## src/design/stt_pkg.sv

```systemverilog
// ----------------------------------------------------------------------------
// stt_pkg
// Shared types and constants of the source text tokenizer: token kinds,
// scanner modes, result field widths and the token record.
// ----------------------------------------------------------------------------
package stt_pkg;

	localparam int LENGTH_BITS_DEF   = 16;
	localparam int POSITION_BITS_DEF = 24;

	// result field widths
	localparam int KIND_W   = 5;
	localparam int START_W  = 24;
	localparam int LENGTH_W = 16;
	localparam int LINE_W   = 16;
	localparam int OUT_DATA_W = 64;

	typedef enum logic [KIND_W-1:0] {
		KIND_WORD        = 5'd0,
		KIND_STRUCT      = 5'd1,
		KIND_NUMBER      = 5'd2,
		KIND_STRING      = 5'd3,
		KIND_COMMA       = 5'd4,
		KIND_PERIOD      = 5'd5,
		KIND_SEMI        = 5'd6,
		KIND_LBRACE      = 5'd7,
		KIND_RBRACE      = 5'd8,
		KIND_LPAREN      = 5'd9,
		KIND_RPAREN      = 5'd10,
		KIND_LBRACK      = 5'd11,
		KIND_RBRACK      = 5'd12,
		KIND_LT          = 5'd13,
		KIND_LE          = 5'd14,
		KIND_GT          = 5'd15,
		KIND_GE          = 5'd16,
		KIND_ASSIGN      = 5'd17,
		KIND_EQ          = 5'd18,
		KIND_PLUS        = 5'd19,
		KIND_PLUS_EQ     = 5'd20,
		KIND_MINUS       = 5'd21,
		KIND_MINUS_EQ    = 5'd22,
		KIND_STAR        = 5'd23,
		KIND_STAR_EQ     = 5'd24,
		KIND_SLASH       = 5'd25,
		KIND_SLASH_EQ    = 5'd26,
		KIND_BAD_CHAR    = 5'd27,
		KIND_STR_NEWLINE = 5'd28,
		KIND_UNCLOSED    = 5'd29
	} kind_t;

	typedef enum logic [4:0] {
		MODE_IDLE       = 5'd0,
		MODE_WORD       = 5'd1,
		MODE_NUM_INT    = 5'd2,
		MODE_NUM_FRAC   = 5'd3,
		MODE_STRING     = 5'd4,
		MODE_LINE_COM   = 5'd5,
		MODE_BLOCK_COM  = 5'd6,
		MODE_BLOCK_STAR = 5'd7,
		MODE_OP_LT      = 5'd13,
		MODE_OP_GT      = 5'd15,
		MODE_OP_ASSIGN  = 5'd17,
		MODE_OP_PLUS    = 5'd19,
		MODE_OP_MINUS   = 5'd21,
		MODE_OP_STAR    = 5'd23,
		MODE_OP_SLASH   = 5'd25
	} mode_t;

	typedef struct packed {
		kind_t               kind;
		logic [START_W-1:0]  start;
		logic [LENGTH_W-1:0] length;
		logic [LINE_W-1:0]   line;
	} token_t;

endpackage

```

## src/design/stt_scan.sv

```systemverilog
// ----------------------------------------------------------------------------
// stt_scan
// Input beat register and scanner state. Each registered byte is scanned
// combinationally: pending token continuation, fresh token start and end-of-text
// flush, giving up to two tokens per byte.
// ----------------------------------------------------------------------------
module stt_scan
	import stt_pkg::*;
#(
	parameter int LENGTH_BITS   = LENGTH_BITS_DEF,
	parameter int POSITION_BITS = POSITION_BITS_DEF
) (
	input  logic       clk,
	input  logic       arst_n,
	input  logic       in_valid,
	output logic       in_ready,
	input  logic [7:0] in_byte,
	input  logic       in_last,
	input  logic       buf_free,
	output logic       push,
	output logic [1:0] push_count,
	output token_t     res0,
	output token_t     res1
);

	localparam logic [POSITION_BITS-1:0] POS_MAX = {POSITION_BITS{1'b1}};
	localparam logic [LENGTH_BITS-1:0]   LEN_MAX = {LENGTH_BITS{1'b1}};
	localparam logic [LINE_W-1:0]        LINE_MAX = {LINE_W{1'b1}};
	localparam logic [2:0] KW_DONE = 3'd6;
	localparam logic [2:0] KW_MISS = 3'd7;
	localparam logic [7:0] CH_NL     = 8'h0A;
	localparam logic [7:0] CH_SPACE  = 8'h20;
	localparam logic [7:0] CH_QUOTE  = 8'h22;
	localparam logic [7:0] CH_BSLASH = 8'h5C;
	localparam logic [7:0] CH_EQUAL  = 8'h3D;
	localparam logic [7:0] CH_DOT    = 8'h2E;
	localparam logic [7:0] CH_SLASH  = 8'h2F;
	localparam logic [7:0] CH_STAR   = 8'h2A;
	localparam logic [7:0] CH_NUL    = 8'h00;

	// letters of the one keyword
	function automatic logic [7:0] kw_char(input logic [2:0] idx);
		logic [7:0] c;
		unique case (idx)
			3'd0:    c = "s";
			3'd1:    c = "t";
			3'd2:    c = "r";
			3'd3:    c = "u";
			3'd4:    c = "c";
			3'd5:    c = "t";
			default: c = CH_NUL;
		endcase
		return c;
	endfunction

	function automatic kind_t op_kind(input mode_t m, input logic with_eq);
		kind_t k;
		unique case (m)
			MODE_OP_LT:     k = with_eq ? KIND_LE       : KIND_LT;
			MODE_OP_GT:     k = with_eq ? KIND_GE       : KIND_GT;
			MODE_OP_ASSIGN: k = with_eq ? KIND_EQ       : KIND_ASSIGN;
			MODE_OP_PLUS:   k = with_eq ? KIND_PLUS_EQ  : KIND_PLUS;
			MODE_OP_MINUS:  k = with_eq ? KIND_MINUS_EQ : KIND_MINUS;
			MODE_OP_STAR:   k = with_eq ? KIND_STAR_EQ  : KIND_STAR;
			MODE_OP_SLASH:  k = with_eq ? KIND_SLASH_EQ : KIND_SLASH;
			default:        k = KIND_BAD_CHAR;
		endcase
		return k;
	endfunction

	// input register
	logic       valid_s1;
	logic [7:0] text_byte_s1;
	logic       end_of_text_s1;

	// scanner state
	mode_t                    mode_q, mode_d;
	logic [POSITION_BITS-1:0] byte_pos_q, byte_pos_d;
	logic [POSITION_BITS-1:0] pend_start_q, pend_start_d;
	logic [LENGTH_BITS-1:0]   pend_len_q, pend_len_d;
	logic [LINE_W-1:0]        line_q, line_d;
	logic [2:0]               kw_prog_q, kw_prog_d;
	logic                     prev_bslash_q, prev_bslash_d;

	logic [LENGTH_BITS-1:0] len_grown;
	logic [LINE_W-1:0]      line_inc;
	logic                   is_letter, is_digit;
	logic                   consumed, do_finish;

	// token events of this byte, in emission order a, b, f
	logic                a_vld, b_vld, f_vld;
	kind_t               a_kind, b_kind, f_kind;
	logic [START_W-1:0]  a_start, f_start;
	logic [LENGTH_W-1:0] a_len, f_len;
	logic [LINE_W-1:0]   f_line;

	token_t tok_a, tok_b, tok_f;

	assign in_ready = !valid_s1 || buf_free;
	assign push     = valid_s1 && buf_free;

	assign len_grown = (pend_len_q != LEN_MAX) ? pend_len_q + LENGTH_BITS'(1) : pend_len_q;
	assign line_inc  = (line_q != LINE_MAX) ? line_q + LINE_W'(1) : line_q;
	assign is_letter = (text_byte_s1 >= "a" && text_byte_s1 <= "z")
		|| (text_byte_s1 >= "A" && text_byte_s1 <= "Z") || text_byte_s1 == "_";
	assign is_digit  = text_byte_s1 >= "0" && text_byte_s1 <= "9";

	// next state
	always_comb begin
		mode_d        = mode_q;
		byte_pos_d    = byte_pos_q;
		pend_start_d  = pend_start_q;
		pend_len_d    = pend_len_q;
		line_d        = line_q;
		kw_prog_d     = kw_prog_q;
		prev_bslash_d = prev_bslash_q;
		consumed      = 1'b0;
		do_finish     = 1'b0;
		a_vld   = 1'b0;
		a_kind  = KIND_WORD;
		a_start = START_W'(pend_start_q);
		a_len   = LENGTH_W'(pend_len_q);
		b_vld   = 1'b0;
		b_kind  = KIND_BAD_CHAR;
		f_vld   = 1'b0;
		f_kind  = KIND_WORD;
		f_start = START_W'(pend_start_q);
		f_len   = LENGTH_W'(pend_len_q);
		f_line  = line_q;

		if (text_byte_s1 != CH_NUL) begin
			// continue the pending token
			unique case (mode_q)
				MODE_IDLE: begin
					consumed = 1'b0;
				end
				MODE_WORD: begin
					if (is_letter) begin
						consumed   = 1'b1;
						pend_len_d = len_grown;
						if (kw_prog_q < KW_DONE && text_byte_s1 == kw_char(kw_prog_q))
							kw_prog_d = kw_prog_q + 3'd1;
						else
							kw_prog_d = KW_MISS;
					end else begin
						a_vld  = 1'b1;
						a_kind = (kw_prog_q == KW_DONE) ? KIND_STRUCT : KIND_WORD;
						mode_d = MODE_IDLE;
					end
				end
				MODE_NUM_INT: begin
					if (is_digit) begin
						consumed   = 1'b1;
						pend_len_d = len_grown;
					end else if (text_byte_s1 == CH_DOT) begin
						consumed   = 1'b1;
						pend_len_d = len_grown;
						mode_d     = MODE_NUM_FRAC;
					end else begin
						a_vld  = 1'b1;
						a_kind = KIND_NUMBER;
						mode_d = MODE_IDLE;
					end
				end
				MODE_NUM_FRAC: begin
					if (is_digit) begin
						consumed   = 1'b1;
						pend_len_d = len_grown;
					end else begin
						a_vld  = 1'b1;
						a_kind = KIND_NUMBER;
						mode_d = MODE_IDLE;
					end
				end
				MODE_STRING: begin
					consumed   = 1'b1;
					pend_len_d = len_grown;
					if (text_byte_s1 == CH_QUOTE && !prev_bslash_q) begin
						a_vld  = 1'b1;
						a_kind = KIND_STRING;
						a_len  = LENGTH_W'(len_grown);
						mode_d = MODE_IDLE;
					end else begin
						if (text_byte_s1 == CH_NL) begin
							a_vld   = 1'b1;
							a_kind  = KIND_STR_NEWLINE;
							a_start = START_W'(byte_pos_q);
							a_len   = LENGTH_W'(1);
							line_d  = line_inc;
						end
						prev_bslash_d = (text_byte_s1 == CH_BSLASH);
					end
				end
				MODE_LINE_COM: begin
					if (text_byte_s1 == CH_NL)
						mode_d = MODE_IDLE;
					else
						consumed = 1'b1;
				end
				MODE_BLOCK_COM, MODE_BLOCK_STAR: begin
					consumed   = 1'b1;
					pend_len_d = len_grown;
					if (text_byte_s1 == CH_NL)
						line_d = line_inc;
					if (mode_q == MODE_BLOCK_STAR && text_byte_s1 == CH_SLASH)
						mode_d = MODE_IDLE;
					else
						mode_d = (text_byte_s1 == CH_STAR) ? MODE_BLOCK_STAR : MODE_BLOCK_COM;
				end
				MODE_OP_LT, MODE_OP_GT, MODE_OP_ASSIGN, MODE_OP_PLUS, MODE_OP_MINUS,
				MODE_OP_STAR, MODE_OP_SLASH: begin
					priority if (text_byte_s1 == CH_EQUAL) begin
						consumed   = 1'b1;
						pend_len_d = len_grown;
						a_vld      = 1'b1;
						a_kind     = op_kind(mode_q, 1'b1);
						a_len      = LENGTH_W'(len_grown);
						mode_d     = MODE_IDLE;
					end else if (mode_q == MODE_OP_MINUS && is_digit) begin
						consumed   = 1'b1;
						pend_len_d = len_grown;
						mode_d     = MODE_NUM_INT;
					end else if (mode_q == MODE_OP_SLASH && text_byte_s1 == CH_SLASH) begin
						consumed = 1'b1;
						mode_d   = MODE_LINE_COM;
					end else if (mode_q == MODE_OP_SLASH && text_byte_s1 == CH_STAR) begin
						consumed   = 1'b1;
						pend_len_d = len_grown;
						mode_d     = MODE_BLOCK_COM;
					end else begin
						a_vld  = 1'b1;
						a_kind = op_kind(mode_q, 1'b0);
						mode_d = MODE_IDLE;
					end
				end
				default: begin
					mode_d = MODE_IDLE;
				end
			endcase

			// byte not taken by a pending token: start something new
			if (!consumed) begin
				unique case (text_byte_s1)
					CH_SPACE: ;
					CH_NL: line_d = line_inc;
					CH_QUOTE: begin
						mode_d        = MODE_STRING;
						pend_start_d  = byte_pos_q;
						pend_len_d    = LENGTH_BITS'(1);
						prev_bslash_d = 1'b0;
					end
					",": begin b_vld = 1'b1; b_kind = KIND_COMMA;  end
					".": begin b_vld = 1'b1; b_kind = KIND_PERIOD; end
					";": begin b_vld = 1'b1; b_kind = KIND_SEMI;   end
					"{": begin b_vld = 1'b1; b_kind = KIND_LBRACE; end
					"}": begin b_vld = 1'b1; b_kind = KIND_RBRACE; end
					"(": begin b_vld = 1'b1; b_kind = KIND_LPAREN; end
					")": begin b_vld = 1'b1; b_kind = KIND_RPAREN; end
					"[": begin b_vld = 1'b1; b_kind = KIND_LBRACK; end
					"]": begin b_vld = 1'b1; b_kind = KIND_RBRACK; end
					"<", ">", "=", "+", "-", "*", "/": begin
						pend_start_d = byte_pos_q;
						pend_len_d   = LENGTH_BITS'(1);
						unique case (text_byte_s1)
							"<":     mode_d = MODE_OP_LT;
							">":     mode_d = MODE_OP_GT;
							"=":     mode_d = MODE_OP_ASSIGN;
							"+":     mode_d = MODE_OP_PLUS;
							"-":     mode_d = MODE_OP_MINUS;
							"*":     mode_d = MODE_OP_STAR;
							default: mode_d = MODE_OP_SLASH;
						endcase
					end
					default: begin
						if (is_letter) begin
							mode_d       = MODE_WORD;
							pend_start_d = byte_pos_q;
							pend_len_d   = LENGTH_BITS'(1);
							kw_prog_d    = (text_byte_s1 == kw_char(3'd0)) ? 3'd1 : KW_MISS;
						end else if (is_digit) begin
							mode_d       = MODE_NUM_INT;
							pend_start_d = byte_pos_q;
							pend_len_d   = LENGTH_BITS'(1);
						end else begin
							b_vld  = 1'b1;
							b_kind = KIND_BAD_CHAR;
						end
					end
				endcase
			end

			byte_pos_d = (byte_pos_q != POS_MAX) ? byte_pos_q + POSITION_BITS'(1) : byte_pos_q;
			do_finish  = end_of_text_s1;
		end else begin
			// nul byte ends the text and is not scanned
			do_finish = 1'b1;
		end

		if (do_finish) begin
			f_start = START_W'(pend_start_d);
			f_len   = LENGTH_W'(pend_len_d);
			f_line  = line_d;
			unique case (mode_d)
				MODE_WORD: begin
					f_vld  = 1'b1;
					f_kind = (kw_prog_d == KW_DONE) ? KIND_STRUCT : KIND_WORD;
				end
				MODE_NUM_INT, MODE_NUM_FRAC: begin
					f_vld  = 1'b1;
					f_kind = KIND_NUMBER;
				end
				MODE_STRING, MODE_BLOCK_COM, MODE_BLOCK_STAR: begin
					f_vld  = 1'b1;
					f_kind = KIND_UNCLOSED;
				end
				MODE_OP_LT, MODE_OP_GT, MODE_OP_ASSIGN, MODE_OP_PLUS, MODE_OP_MINUS,
				MODE_OP_STAR, MODE_OP_SLASH: begin
					f_vld  = 1'b1;
					f_kind = op_kind(mode_d, 1'b0);
				end
				default: ;
			endcase
			mode_d        = MODE_IDLE;
			byte_pos_d    = '0;
			pend_start_d  = '0;
			pend_len_d    = '0;
			line_d        = LINE_W'(1);
			kw_prog_d     = 3'd0;
			prev_bslash_d = 1'b0;
		end
	end

	// tokens of this byte, packed in order
	always_comb begin
		tok_a = '{kind: a_kind, start: a_start, length: a_len, line: line_q};
		tok_b = '{kind: b_kind, start: START_W'(byte_pos_q), length: LENGTH_W'(1), line: line_q};
		tok_f = '{kind: f_kind, start: f_start, length: f_len, line: f_line};
		res0  = a_vld ? tok_a : (b_vld ? tok_b : tok_f);
		res1  = (a_vld && b_vld) ? tok_b : tok_f;
		push_count = 2'(a_vld) + 2'(b_vld) + 2'(f_vld);
	end

	always_ff @(posedge clk or negedge arst_n) begin
		if (!arst_n) begin
			valid_s1 <= 1'b0;
		end else if (in_ready) begin
			valid_s1 <= in_valid;
		end
	end

	always_ff @(posedge clk) begin
		if (in_valid && in_ready) begin
			text_byte_s1   <= in_byte;
			end_of_text_s1 <= in_last;
		end
	end

	always_ff @(posedge clk or negedge arst_n) begin
		if (!arst_n) begin
			mode_q        <= MODE_IDLE;
			byte_pos_q    <= '0;
			pend_start_q  <= '0;
			pend_len_q    <= '0;
			line_q        <= LINE_W'(1);
			kw_prog_q     <= 3'd0;
			prev_bslash_q <= 1'b0;
		end else if (push) begin
			mode_q        <= mode_d;
			byte_pos_q    <= byte_pos_d;
			pend_start_q  <= pend_start_d;
			pend_len_q    <= pend_len_d;
			line_q        <= line_d;
			kw_prog_q     <= kw_prog_d;
			prev_bslash_q <= prev_bslash_d;
		end
	end

endmodule

```

## src/design/stt_out_buf.sv

```systemverilog
// ----------------------------------------------------------------------------
// stt_out_buf
// Result register pair. Holds the zero, one or two tokens of one scanned byte
// and hands them out one beat at a time; the last one carries the run end.
// ----------------------------------------------------------------------------
module stt_out_buf
	import stt_pkg::*;
(
	input  logic       clk,
	input  logic       arst_n,
	input  logic       push,
	input  logic [1:0] push_count,
	input  token_t     res0,
	input  token_t     res1,
	output logic       buf_free,
	output logic       out_valid,
	input  logic       out_ready,
	output token_t     out_token,
	output logic       out_last
);

	logic [1:0] remain_q;
	logic       head_q;
	token_t     slot0_q, slot1_q;

	// free once the last held token leaves this cycle
	assign buf_free  = (remain_q == 2'd0) || (remain_q == 2'd1 && out_ready);
	assign out_valid = (remain_q != 2'd0);
	assign out_last  = (remain_q == 2'd1);
	assign out_token = head_q ? slot1_q : slot0_q;

	always_ff @(posedge clk or negedge arst_n) begin
		if (!arst_n) begin
			remain_q <= 2'd0;
			head_q   <= 1'b0;
		end else if (push) begin
			remain_q <= push_count;
			head_q   <= 1'b0;
		end else if (out_valid && out_ready) begin
			remain_q <= remain_q - 2'd1;
			head_q   <= 1'b1;
		end
	end

	always_ff @(posedge clk) begin
		if (push) begin
			slot0_q <= res0;
			slot1_q <= res1;
		end
	end

endmodule

```

## src/design/source_text_tokenizer.sv

```systemverilog
// ----------------------------------------------------------------------------
// source_text_tokenizer
// Streaming lexical scanner: source bytes in, tokens out with kind, start
// offset, length and line.
//
//   channel   dir  beat                          tlast
//   s_axis    in   one source byte               last byte of the text
//   m_axis    out  one token                     last token caused by a byte
//
// A byte is taken every cycle while the input register is empty or the
// result register is free; it is registered, scanned combinationally and
// its tokens land in a two-entry result register, which feeds m_axis.
// A byte giving two tokens holds the output for two beats while the next
// byte waits; bytes giving no token flow at one per cycle, one-token bytes
// while m_axis is ready. Backpressure on m_axis stalls the scan, then s_axis.
// After reset the scanner is idle at offset zero, line one.
// ----------------------------------------------------------------------------
module source_text_tokenizer
	import stt_pkg::*;
#(
	parameter int LENGTH_BITS   = LENGTH_BITS_DEF,
	parameter int POSITION_BITS = POSITION_BITS_DEF
) (
	input  logic                  clk,
	input  logic                  arst_n,
	input  logic                  s_axis_tvalid,
	output logic                  s_axis_tready,
	input  logic [7:0]            s_axis_tdata,  // [7:0] text_byte
	input  logic                  s_axis_tlast,
	output logic                  m_axis_tvalid,
	input  logic                  m_axis_tready,
	// [4:0] token_kind, [28:5] token_start, [44:29] token_length,
	// [60:45] line_number, [63:61] zero
	output logic [OUT_DATA_W-1:0] m_axis_tdata,
	output logic                  m_axis_tlast
);

	localparam int PAD_W = OUT_DATA_W - (KIND_W + START_W + LENGTH_W + LINE_W);

	logic       buf_free;
	logic       push;
	logic [1:0] push_count;
	token_t     res0, res1, out_token;

	stt_scan #(
		.LENGTH_BITS   (LENGTH_BITS),
		.POSITION_BITS (POSITION_BITS)
	) u_scan (
		.clk        (clk),
		.arst_n     (arst_n),
		.in_valid   (s_axis_tvalid),
		.in_ready   (s_axis_tready),
		.in_byte    (s_axis_tdata),
		.in_last    (s_axis_tlast),
		.buf_free   (buf_free),
		.push       (push),
		.push_count (push_count),
		.res0       (res0),
		.res1       (res1)
	);

	stt_out_buf u_out_buf (
		.clk        (clk),
		.arst_n     (arst_n),
		.push       (push),
		.push_count (push_count),
		.res0       (res0),
		.res1       (res1),
		.buf_free   (buf_free),
		.out_valid  (m_axis_tvalid),
		.out_ready  (m_axis_tready),
		.out_token  (out_token),
		.out_last   (m_axis_tlast)
	);

	assign m_axis_tdata = {{PAD_W{1'b0}}, out_token.line, out_token.length,
		out_token.start, out_token.kind};

endmodule

```

## config.mk

```make
export PLATFORM = sky130hd
export DESIGN_NAME = source_text_tokenizer
export DESIGN_NICKNAME = d
export VERILOG_FILES = /design/src/design/stt_pkg.sv /design/src/design/stt_scan.sv /design/src/design/stt_out_buf.sv /design/src/design/source_text_tokenizer.sv
export SDC_FILE = /design/constraint.sdc
export NUM_CORES = 1
export LEC_CHECK = 0
export ABC_AREA = 1
export CAP_MARGIN = 15
export CELL_PAD_IN_SITES_DETAIL_PLACEMENT = 0
export CELL_PAD_IN_SITES_GLOBAL_PLACEMENT = 2
export CORE_MARGIN = 1
export CORE_UTILIZATION = 39
export DETAILED_ROUTE_END_ITERATION = 10
export DONT_BUFFER_PORTS = 1
export PLACE_DENSITY = 0.91
export SLEW_MARGIN = 20
export SYNTH_ARGS = -nofsm -noshare
export SYNTH_HDL_FRONTEND = slang
export SYNTH_SLANG_ARGS = --single-unit
```

## constraint.sdc

```tcl
create_clock -name clk -period 6.3 [get_ports clk]
set_input_delay 0 -clock clk [delete_from_list [all_inputs] [get_ports clk]]
set_output_delay 0 -clock clk [all_outputs]
set_load 0.01 [all_outputs]
```

# --- Word-level counts from Yosys, hierarchy flattened ---
# Cells that the tools add are included.
# W data, S select, Z words.
op_classes:
  addsub: 7
  n_lt_le_gt_ge: 7
  n_eq_ne: 61
  muxes: 144
  reduce_logical: 44
op_table:
  columns: ["op", "n"]
  rows:
  - ["$mux W16", 27]
  - ["$mux W24", 13]
  - ["$mux W61", 4]
  - ["$mux W5", 26]
  - ["$eq A8 B6 Y1 const B", 14]
  - ["$pmux W5 S7", 3]
  - ["$pmux W16 S2", 3]
  - ["$pmux W16 S5", 1]
  - ["$eq A8 B7 Y1 const B", 7]
  - ["$eq A5 B5 Y1 const B", 10]
  - ["$pmux W24 S2", 1]
  - ["$pmux W5 S9", 1]
  - ["$pmux W5 S8", 1]
  - ["$mux W1", 38]
  - ["$eq A5 B3 Y1 const B", 7]
  - ["$pmux W7 S5", 1]
  - ["$add A16 B1 Y16 const B", 2]
  - ["$ne A16 B16 Y1 const B", 2]
  - ["$mux W3", 10]
  - ["$pmux W5 S6", 1]
  - ["$pmux W5 S5", 1]
  - ["$add A24 B1 Y24 const B", 1]
  - ["$mux W8", 3]
  - ["$ne A24 B24 Y1 const B", 1]
  - ["other kinds (43)", 85]
word_totals:
  regBits: 224
  inputBits: 13
  output_inout_bits: 67
  wordCells: 283

# --- Logic depth before layout (Yosys ltp) ---
# Gate-level depths: netlist (run 1).
logic_depth:
  ltp_word: 22
  depth_mapped: 22
  mapped_depth_nobuf: 22

# --- Hierarchy ---
# Synthesis (run 1) repeated with hierarchy kept, for this count alone.
hier_totals:
  cells_unflattened: 1901
  area_unflattened_um2: 14308.7
modules_own_cells:
  columns: ["module", "instances", "cells_per_inst", "area_per_inst_um2", "seq_area_each_um2"]
  rows:
  - ["stt_scan", 1, 1554, 9621.7, 2523.7]
  - ["stt_out_buf", 1, 343, 4660.7, 3738.6]
  - ["source_text_tokenizer", 1, 4, 26.3, 0.0]

# --- Worst setup path before layout (run 1) ---
# OpenSTA, ideal clock, no wires.
synth_timing:
  kind: "register -> register"
  from: "reg u_out_buf.remain_q[1]"
  to: "reg u_out_buf.slot0_q[0] (netlist name), enable pin"
  setup_time_ns: 0.534
  arrival_time_ns: 4.531
  t_required_ns: 5.766
  path_slack_ns: 1.234
  stages_incl_launch_ff: 6
  path_buffers: 1
  period_less_slack_ns: 5.066
  path_cell_list: "dfrtp_1 > inv_1 > ha_1 > a21oi_1 > nor2_1 > clkbuf_1"
synth_via:
  elab_chain_len: 4
  word_cells_on_any_way: 5
  cone_classes: "1 x eq/ne; 4 x reduce/logical"
synth_rtl:
  columns: ["element", "line", "rtl"]
  rows:
  - ["from (decl)", "stt_out_buf.sv:22", "logic [1:0] remain_q;"]
  - ["from (signal assigned)", "stt_out_buf.sv:37", "remain_q <= push_count;"]
  - ["from (signal assigned)", "stt_out_buf.sv:40", "remain_q <= remain_q - 2'd1;"]
  - ["$eq A2 B1 Y1", null, null]
  - ["via m_axis_tlast", "source_text_tokenizer.sv:35", "output logic m_axis_tlast"]
  - ["$logic_and A1 B1 Y1", "stt_out_buf.sv:27", "assign buf_free = (remain_q == 2'd0) || (remain_q == 2'd1 && out_ready);"]
  - ["$logic_or A1 B1 Y1", "stt_out_buf.sv:27", null]
  - ["$logic_and A1 B1 Y1", "stt_scan.sv:100", "assign push = valid_s1 && buf_free;"]
  - ["via push", "source_text_tokenizer.sv:41", "logic push;"]
  - ["to (signal assigned)", "stt_out_buf.sv:47", "slot0_q <= res0;"]
  - ["to (decl)", "stt_out_buf.sv:24", "token_t slot0_q, slot1_q;"]
# The timed path passes the listed nets, and every way through them passes these cells.
# A chain may end at the register's enable or synchronous reset.

==> flow_summary.toml, run 1 <==
[status]
outcome = "finished clean"

[clock_network]
cts_buffers = 27
cts_max_path_buffers = 3
cts_tree = "done"
cts.sinks = 224
cts-root-buf = "clkbuf_16"
post_cts_buffers = 0
clk_latency_ns = 0.56
path_clk_slew_ns = 0.06
htree_levels = 1

[min_path]
hold_path_class = "in -> reg"
hold_path_startpoint = "m_axis_tready"

[synth]
synth.distinct_cells = 53
syn_inst = 1773
syn_avg_cell_area_um2 = 7.909
ys_seq_area_share_pct = 44.66
syn_area_mm2 = 0.01402
synth_edf_count = 131
ys_async_sr_fraction_pct = 41.52
synth_top_flop_cell = "edfxtp_1"
synth_seq_cells = 224
synth_warnings = 0

[pwr]
power-per-cell-area_mw_per_mm2 = 474.2
ir_drop_uv = 415.2
power.leakage_nw = 5.966
p_total_mw = 7.287

[final_layout]
layout-drive-gt1-share_pct = 10.34
final_area_mm2 = 0.01537
diodes = 0
nets = 1764
areaGrowthSynthToFinish_pct = 9.592

[worst_setup_path]
r2r_start = "u_scan.text_byte_s1[0]"
crit_start = "u_scan.text_byte_s1[0]"
required_ns = 6.56
crit_fanout = 31
path_class = "reg -> reg"
end_kind = "register"
crit_path_start_kind = "register"
cp.arrival_ns = 4.43

[timing]
skew_ns = 0.02471
period_needed_ns = 4.171
setup_slack_ns = 2.129
holdWs_ns = 0.05414
slew_viol_final = 0
worst_pin_slew_ns = 1.050
post-route-period-util_pct = 66.21
rsz0062_at_grt = "false"
fin_setup_tns_ns = 0
timing.fmax_mhz = 239.7
hold_viol_final = 0
finalSetupViolCount = 0
max_slew_margin_pct = 29.91

[flow_run]
cap_violations = 0

[grt]
gr-total-overflow = 0
grt_pass1_wl_mm = 64.58
grt_max_degree = 184
antenna_found_initial = 0
grt_pass1_vias = 11500
grt.total_usage_pct = 22.28

[place]
place_ws_ns = 2.161
gp_congestion = 0.9180
portBuffers = 0
hpwl_mm = 26.39
dpl-instance-area_mm2 = 0.01430

[routing]
drt-vias-per-instance = 5.458
routedWlPerCell_um = 18.24
route.detailed.drc = 0
final_antenna_net_count = 0
vias = 12120
drt_wl_total_mm = 40.51
drtIter0Drc = 1115
first_pass_iters = 6

[die]
initial_core_util_pct = 39.52
die_y_um = 191.6
coreArea_mm2 = 0.03548
die_x_um = 191.6
ioPinCount = 80
die_area_mm2 = 0.03672
fp-row-count = 69
## cell families (layout without fill, tap and decap cells)
logic type                 after synthesis  in the layout  synth area share (%)
and+or+nand+nor                        691            691                 21.88
AOI/OAI and AO/OA                      472            472                 18.02
buffers and inverters                  297            282                 8.486
DFF                                    224            224                 44.66
muxes                                   61             61                 4.899
xor gates and xnor gates                16             16                0.9993
adders and majority gates               11             11                 1.035
other                                    1              3               0.02674
## critical path: stages, from the launching register on
cell      delay (ns)
edfxtp_1        0.48
inv_2           0.12
nand2_1         0.12
nor2_2          0.24
nand2_2         0.20
inv_2           0.37
nor2_1          0.18
nor2_2          0.23
nand2_4         0.14
nor2_4          0.70
buf_4           0.43
o21ai_0         0.16
nand2_1         0.07
o21ai_0         0.13
o21ai_1         0.17
o21ai_0         0.10
## flip-flops by register name (all words and copies together) (netlist names)
name                   count
u_scan.prev_bslash_q       1
u_out_buf.slot0_q         61
u_out_buf.head_q           1
u_scan.pend_len_q         16
u_scan.byte_pos_q         24
u_scan.text_byte_s1        8
u_scan.end_of_text_s1      1
u_out_buf.remain_q         2
u_scan.valid_s1            1
u_scan.mode_q              5
u_scan.pend_start_q       24
u_scan.kw_prog_q           3
u_scan.line_q             16
u_out_buf.slot1_q         61
## per-stage QoR
step,utilization (%),cells
floorplan,-,1775
global placement,40.29,2157
detailed placement,40.29,2157
CTS,43.31,2221
global route,43.31,2221
finish,43.31,2221
## final timing paths
path | slack (ns) | cells past startpoint | end
max reg2reg | 2.13 | 15 | u_out_buf.slot0_q[37]
max in group asynchronous | 5.82 | 2 | u_scan.pend_start_q[8]
min in group asynchronous | 0.07 | 2 | u_out_buf.head_q
max | 2.13 | 15 | u_out_buf.slot0_q[37]
min | 0.05 | 2 | u_out_buf.slot0_q[59]
min reg2reg | 0.56 | 2 | u_scan.pend_start_q[2]
## final cells by class
type,count,area [um2]
flip-flops and latches,224,6264
well taps,461,576.8
clock inverters,13,152.6
fillers,3560,20120
repair buffers,24,247.7
clock buffers,36,749.5
multi-input cells,1254,6593
inverters,209,784.5
## Yosys cell counts (5+ instances only)
cell type  instances  area, um2
o21ai_0          248       1241
a31oi_1            7      43.79
buf_1              8      30.03
nor2_1            93      349.1
buf_2             19      95.09
o22ai_1           44      275.3
xor2_1            16      140.1
mux2_2            61      686.9
a21oi_1           69      345.3
nand2_1          381       1430
buf_4              5      37.54
inv_2             18      67.56
o211ai_1           7      52.55
nand2_2            7      43.79
nand3_1           97      485.5
nor2_4             8      90.09
nor4_1             9      56.30
dfrtp_1           92       2302
nand4_1           31      193.9
inv_1            191      716.9
edfxtp_1         131       3934
clkbuf_1          50      187.7
nor3_1            33      165.2
ha_1              10      125.1
o21ai_1           74      370.4
o21ai_2            5      43.79
nor2_2            11      68.82
o2111ai_1          9      78.83
## report_power, final
part | switching [mW] | leakage (nW) | total [mW] | internal (mW)
combinational | 2.30 | 3.00 | 3.19 | 0.888
sequential | 0.202 | 2.53 | 2.50 | 2.29
clock | 0.645 | 0.434 | 1.60 | 0.956
total | 3.15 | 5.97 | 7.29 | 4.14
## per-layer routing
layer,vias to the layer above,routed length [um],GRT usage (%)
met5,-,0,0
met4,0,679,5.311
met3,45,2505,3.819
met2,312,17870,34.64
met1,5741,19450,32.10
li1,6025,-,-
## cells in the final DEF (no fill, tap or decap), types with 7 or more instances in the layout
| cell | count |
|---|---|
| o2111ai_1 | 9 |
| xor2_1 | 16 |
| o21ai_0 | 248 |
| nand2_2 | 7 |
| o211ai_1 | 7 |
| inv_2 | 19 |
| buf_4 | 8 |
| nand2_1 | 381 |
| nor2_4 | 9 |
| nor3_1 | 33 |
| ha_1 | 10 |
| nor2_2 | 12 |
| nor4_1 | 9 |
| nand3_1 | 96 |
| nor2_1 | 91 |
| nand4_1 | 31 |
| edfxtp_1 | 131 |
| o21ai_1 | 74 |
| dlygate4sd3_1 | 14 |
| mux2_2 | 61 |
| dfrtp_1 | 91 |
| a31oi_1 | 7 |
| inv_1 | 190 |
| clkbuf_16 | 27 |
| o22ai_1 | 44 |
| a21oi_1 | 69 |
## repair_timing
| item | CTS | global route |
|---|---|---|
| resized for setup | 0 | 0 |
| hold buffers | 15 | 0 |
| endpoints found under the hold margin | 115 | 0 |
(Power assumes the default switching activity.)
==> run 2: changes to the inputs <==
--- a/config.mk
+++ b/config.mk
@@ -5,15 +5,15 @@
 export SDC_FILE = /design/constraint.sdc
 export NUM_CORES = 1
 export LEC_CHECK = 0
-export ABC_AREA = 1
+export ABC_AREA = 0
 export CAP_MARGIN = 15
 export CELL_PAD_IN_SITES_DETAIL_PLACEMENT = 0
 export CELL_PAD_IN_SITES_GLOBAL_PLACEMENT = 2
 export CORE_MARGIN = 1
-export CORE_UTILIZATION = 39
+export CORE_UTILIZATION = 42
 export DETAILED_ROUTE_END_ITERATION = 10
 export DONT_BUFFER_PORTS = 1
-export PLACE_DENSITY = 0.91
+export PLACE_DENSITY = 0.9
 export SLEW_MARGIN = 20
 export SYNTH_ARGS = -nofsm -noshare
 export SYNTH_HDL_FRONTEND = slang
==> constraint.sdc (replaced) <==
create_clock -name clk -period 4.05 [get_ports clk]
set_input_delay 0 -clock clk [delete_from_list [all_inputs] [get_ports clk]]
set_output_delay 0 -clock clk [all_outputs]
set_load 0.01 [all_outputs]
==> flow_summary.toml, run 2 <==
[min_path]
hold_path_class = "in -> reg"
hold_path_startpoint = "s_axis_tvalid"
hold_path_end = "u_scan.end_of_text_s1"
holdPathStages = 1

[grt]
grt_max_degree = 94
grt_pass1_wl_mm = 57.29
gr-total-overflow = 0
grt_pass1_vias = 10100
grt.total_usage_pct = 23.22
antenna_found_initial = 0

[die]
ioPinCount = 80
fp-row-count = 64
die_x_um = 177.8
die_y_um = 177.8
die_area_mm2 = 0.03163
initial_core_util_pct = 42.56
coreArea_mm2 = 0.03051

[routing]
first_pass_iters = 5
routedWlPerCell_um = 20.96
vias = 10360
final_antenna_net_count = 0
route.detailed.drc = 0
drtIter0Drc = 807
drt_wl_total_mm = 36.46
drt-vias-per-instance = 5.952

[final_layout]
areaGrowthSynthToFinish_pct = 14.04
final_cells = 1740
final_common_cell = "edfxtp_1"
most-common-layout-cells = "edfxtp_1, nand2_1, nor2_1"
diodes = 0
reg_top3 = "u_out_buf.slot0_q: 61 flops, u_out_buf.slot1_q: 61 flops"
layout-drive-gt1-share_pct = 19.79
nets = 1349

[timing]
period_needed_ns = 3.860
post-route-period-util_pct = 95.30
worst_pin_slew_ns = 0.8057
timing.fmax_mhz = 259.1
finalSetupViolCount = 0
hold_viol_final = 0
slew_viol_final = 0
max_slew_margin_pct = 45.72
skew_ns = 0.01950

[worst_setup_path]
r2r_cells = 10
required_ns = 4.50
path_cells = "or4b_4, or4_1, nand2_1, nand4b_1, a221o_1, o21ai_0, a221oi_1, o32a_1, fa_1, a311oi_1"
end_kind = "register"
path_class = "reg -> reg"
r2r_end = "u_out_buf.remain_q[0]"
crit_path_start_kind = "register"
regToRegSetupSlack_ns = 0.19
r2r_start = "u_scan.text_byte_s1[6]"
cp.arrival_ns = 4.31
crit_fanout = 14
crit_slowest_cell = "or4b_4"
cp_slowest_stage_delay_ns = 0.67

[synth]
yosys-top-cells-area = "edfxtp_1, dfrtp_1, mux2_2"
ys_seq_area_share_pct = 48.22
synth_seq_cells = 224
synth_warnings = 0
syn_inst = 1291
synth_edf_count = 131
ys_async_sr_fraction_pct = 41.52
synth.distinct_cells = 90
yosysMostFrequentCell = "edfxtp_1"
synth_common_cells = "edfxtp_1, nand2_1, nor2_1"
yosysTopAreaCellShare_pct = 30.29
syn_avg_cell_area_um2 = 10.06
synth_largest_area_cell = "edfxtp_1"
synth_top_flop_cell = "edfxtp_1"
syn_area_mm2 = 0.01299

[flow_run]
cap_violations = 0

[clock_network]
cts-root-buf = "clkbuf_16"
path_clk_slew_ns = 0.06
cts_buffers = 25
cts_max_path_buffers = 3
cts.sinks = 224
htree_levels = 1
cts_tree = "done"
clk_latency_ns = 0.55

[pwr]
power.leakage_nw = 5.692
p_total_mw = 9.236
ir_drop_uv = 425.1
power-per-cell-area_mw_per_mm2 = 623.7

[place]
gp_congestion = 0.9014
portBuffers = 0
numPlacedInstances = 1676
hpwl_mm = 24.71

[status]
outcome = "finished clean"
[run 2: worst max path at each step]
stage | slack, ns | end | start
CTS | 0.16 | u_out_buf.slot0_q[56] | u_scan.text_byte_s1[6]
global route | -0.007 | u_out_buf.remain_q[0] | u_scan.text_byte_s1[6]
detailed placement | 0.19 | u_out_buf.slot0_q[56] | u_scan.text_byte_s1[6]
finish | 0.19 | u_out_buf.remain_q[0] | u_scan.text_byte_s1[6]
global placement | 0.23 | u_out_buf.remain_q[0] | u_scan.text_byte_s1[6]
floorplan | 0.53 | u_out_buf.remain_q[0] | u_scan.text_byte_s1[7]
[run 2: power breakdown]
part	internal, mW	switching (mW)
clock	1.31	0.956
sequential	3.25	0.342
combinational	1.21	2.16
total	5.78	3.46
[run 2: repair_timing]
item                                    in CTS  in global routing
endpoints found under the setup margin       0                  2
buffers inserted                             0                  4
resized for setup                            0                  3
endpoints found under the hold margin      106                  0
hold buffers                                14                  0
[run 2: cell type report]
| class | instances | area [um2] |
|---|---|---|
| clock buffer | 36 | 726.9 |
| clock inverter | 10 | 90.09 |
| fill | 2848 | 15700 |
| inverter | 30 | 117.6 |
| multi-input combinational | 945 | 6270 |
| sequential | 224 | 6264 |
| tap | 396 | 495.5 |
| timing repair buffer | 99 | 845.8 |
[run 2: routing by layer]
layer	vias to the layer above	track usage (%)	wire length, um
met5	-	0	0
met4	0	8.583	1225
met3	70	3.642	1798
met2	262	37.04	16710
met1	5115	31.72	16730
li1	4909	-	-
[run 2: kinds of logic (layout without fill, tap and decap cells)]
logic type	count (synthesis)	after routing	synth area share (%)
AO/OA/AOI/OAI	330	330	17.06
other	1	3	0.02888
buffers and inverters	124	175	3.825
multiplexers	119	119	10.30
flip-flops	224	224	48.22
AND/OR/NAND/NOR	441	441	16.68
adder cells (fa/ha/maj)	11	11	1.118
XOR/XNOR	41	41	2.765
[run 2: worst max-delay path: cells and delay by family (launching register included)]
family,cells,cell delay [ns]
AOI/OAI and AO/OA,5,1.37
adders and majority gates,1,0.48
DFF,1,0.48
and+or+nand+nor,4,1.42
[run 2: per-stage QoR]
| step | worst slack, ns | cell area, um2 | utilization, % | hold slack, ns | TNS [ns] |
|---|---|---|---|---|---|
| final | 0.1902 | 14810 | 48.54 | 0.04506 | 0 |
| after floorplan | 0.5254 | 13000 | - | -0.2956 | 0 |
| after global routing | -0.006757 | 14810 | 48.54 | 0.05976 | -0.006757 |
| after global placement | 0.2349 | 13790 | 45.21 | -0.2924 | 0 |
| after detailed placement | 0.1891 | 13790 | 45.21 | -0.2931 | 0 |
| after CTS | 0.1642 | 14770 | 48.40 | 0.03499 | 0 |
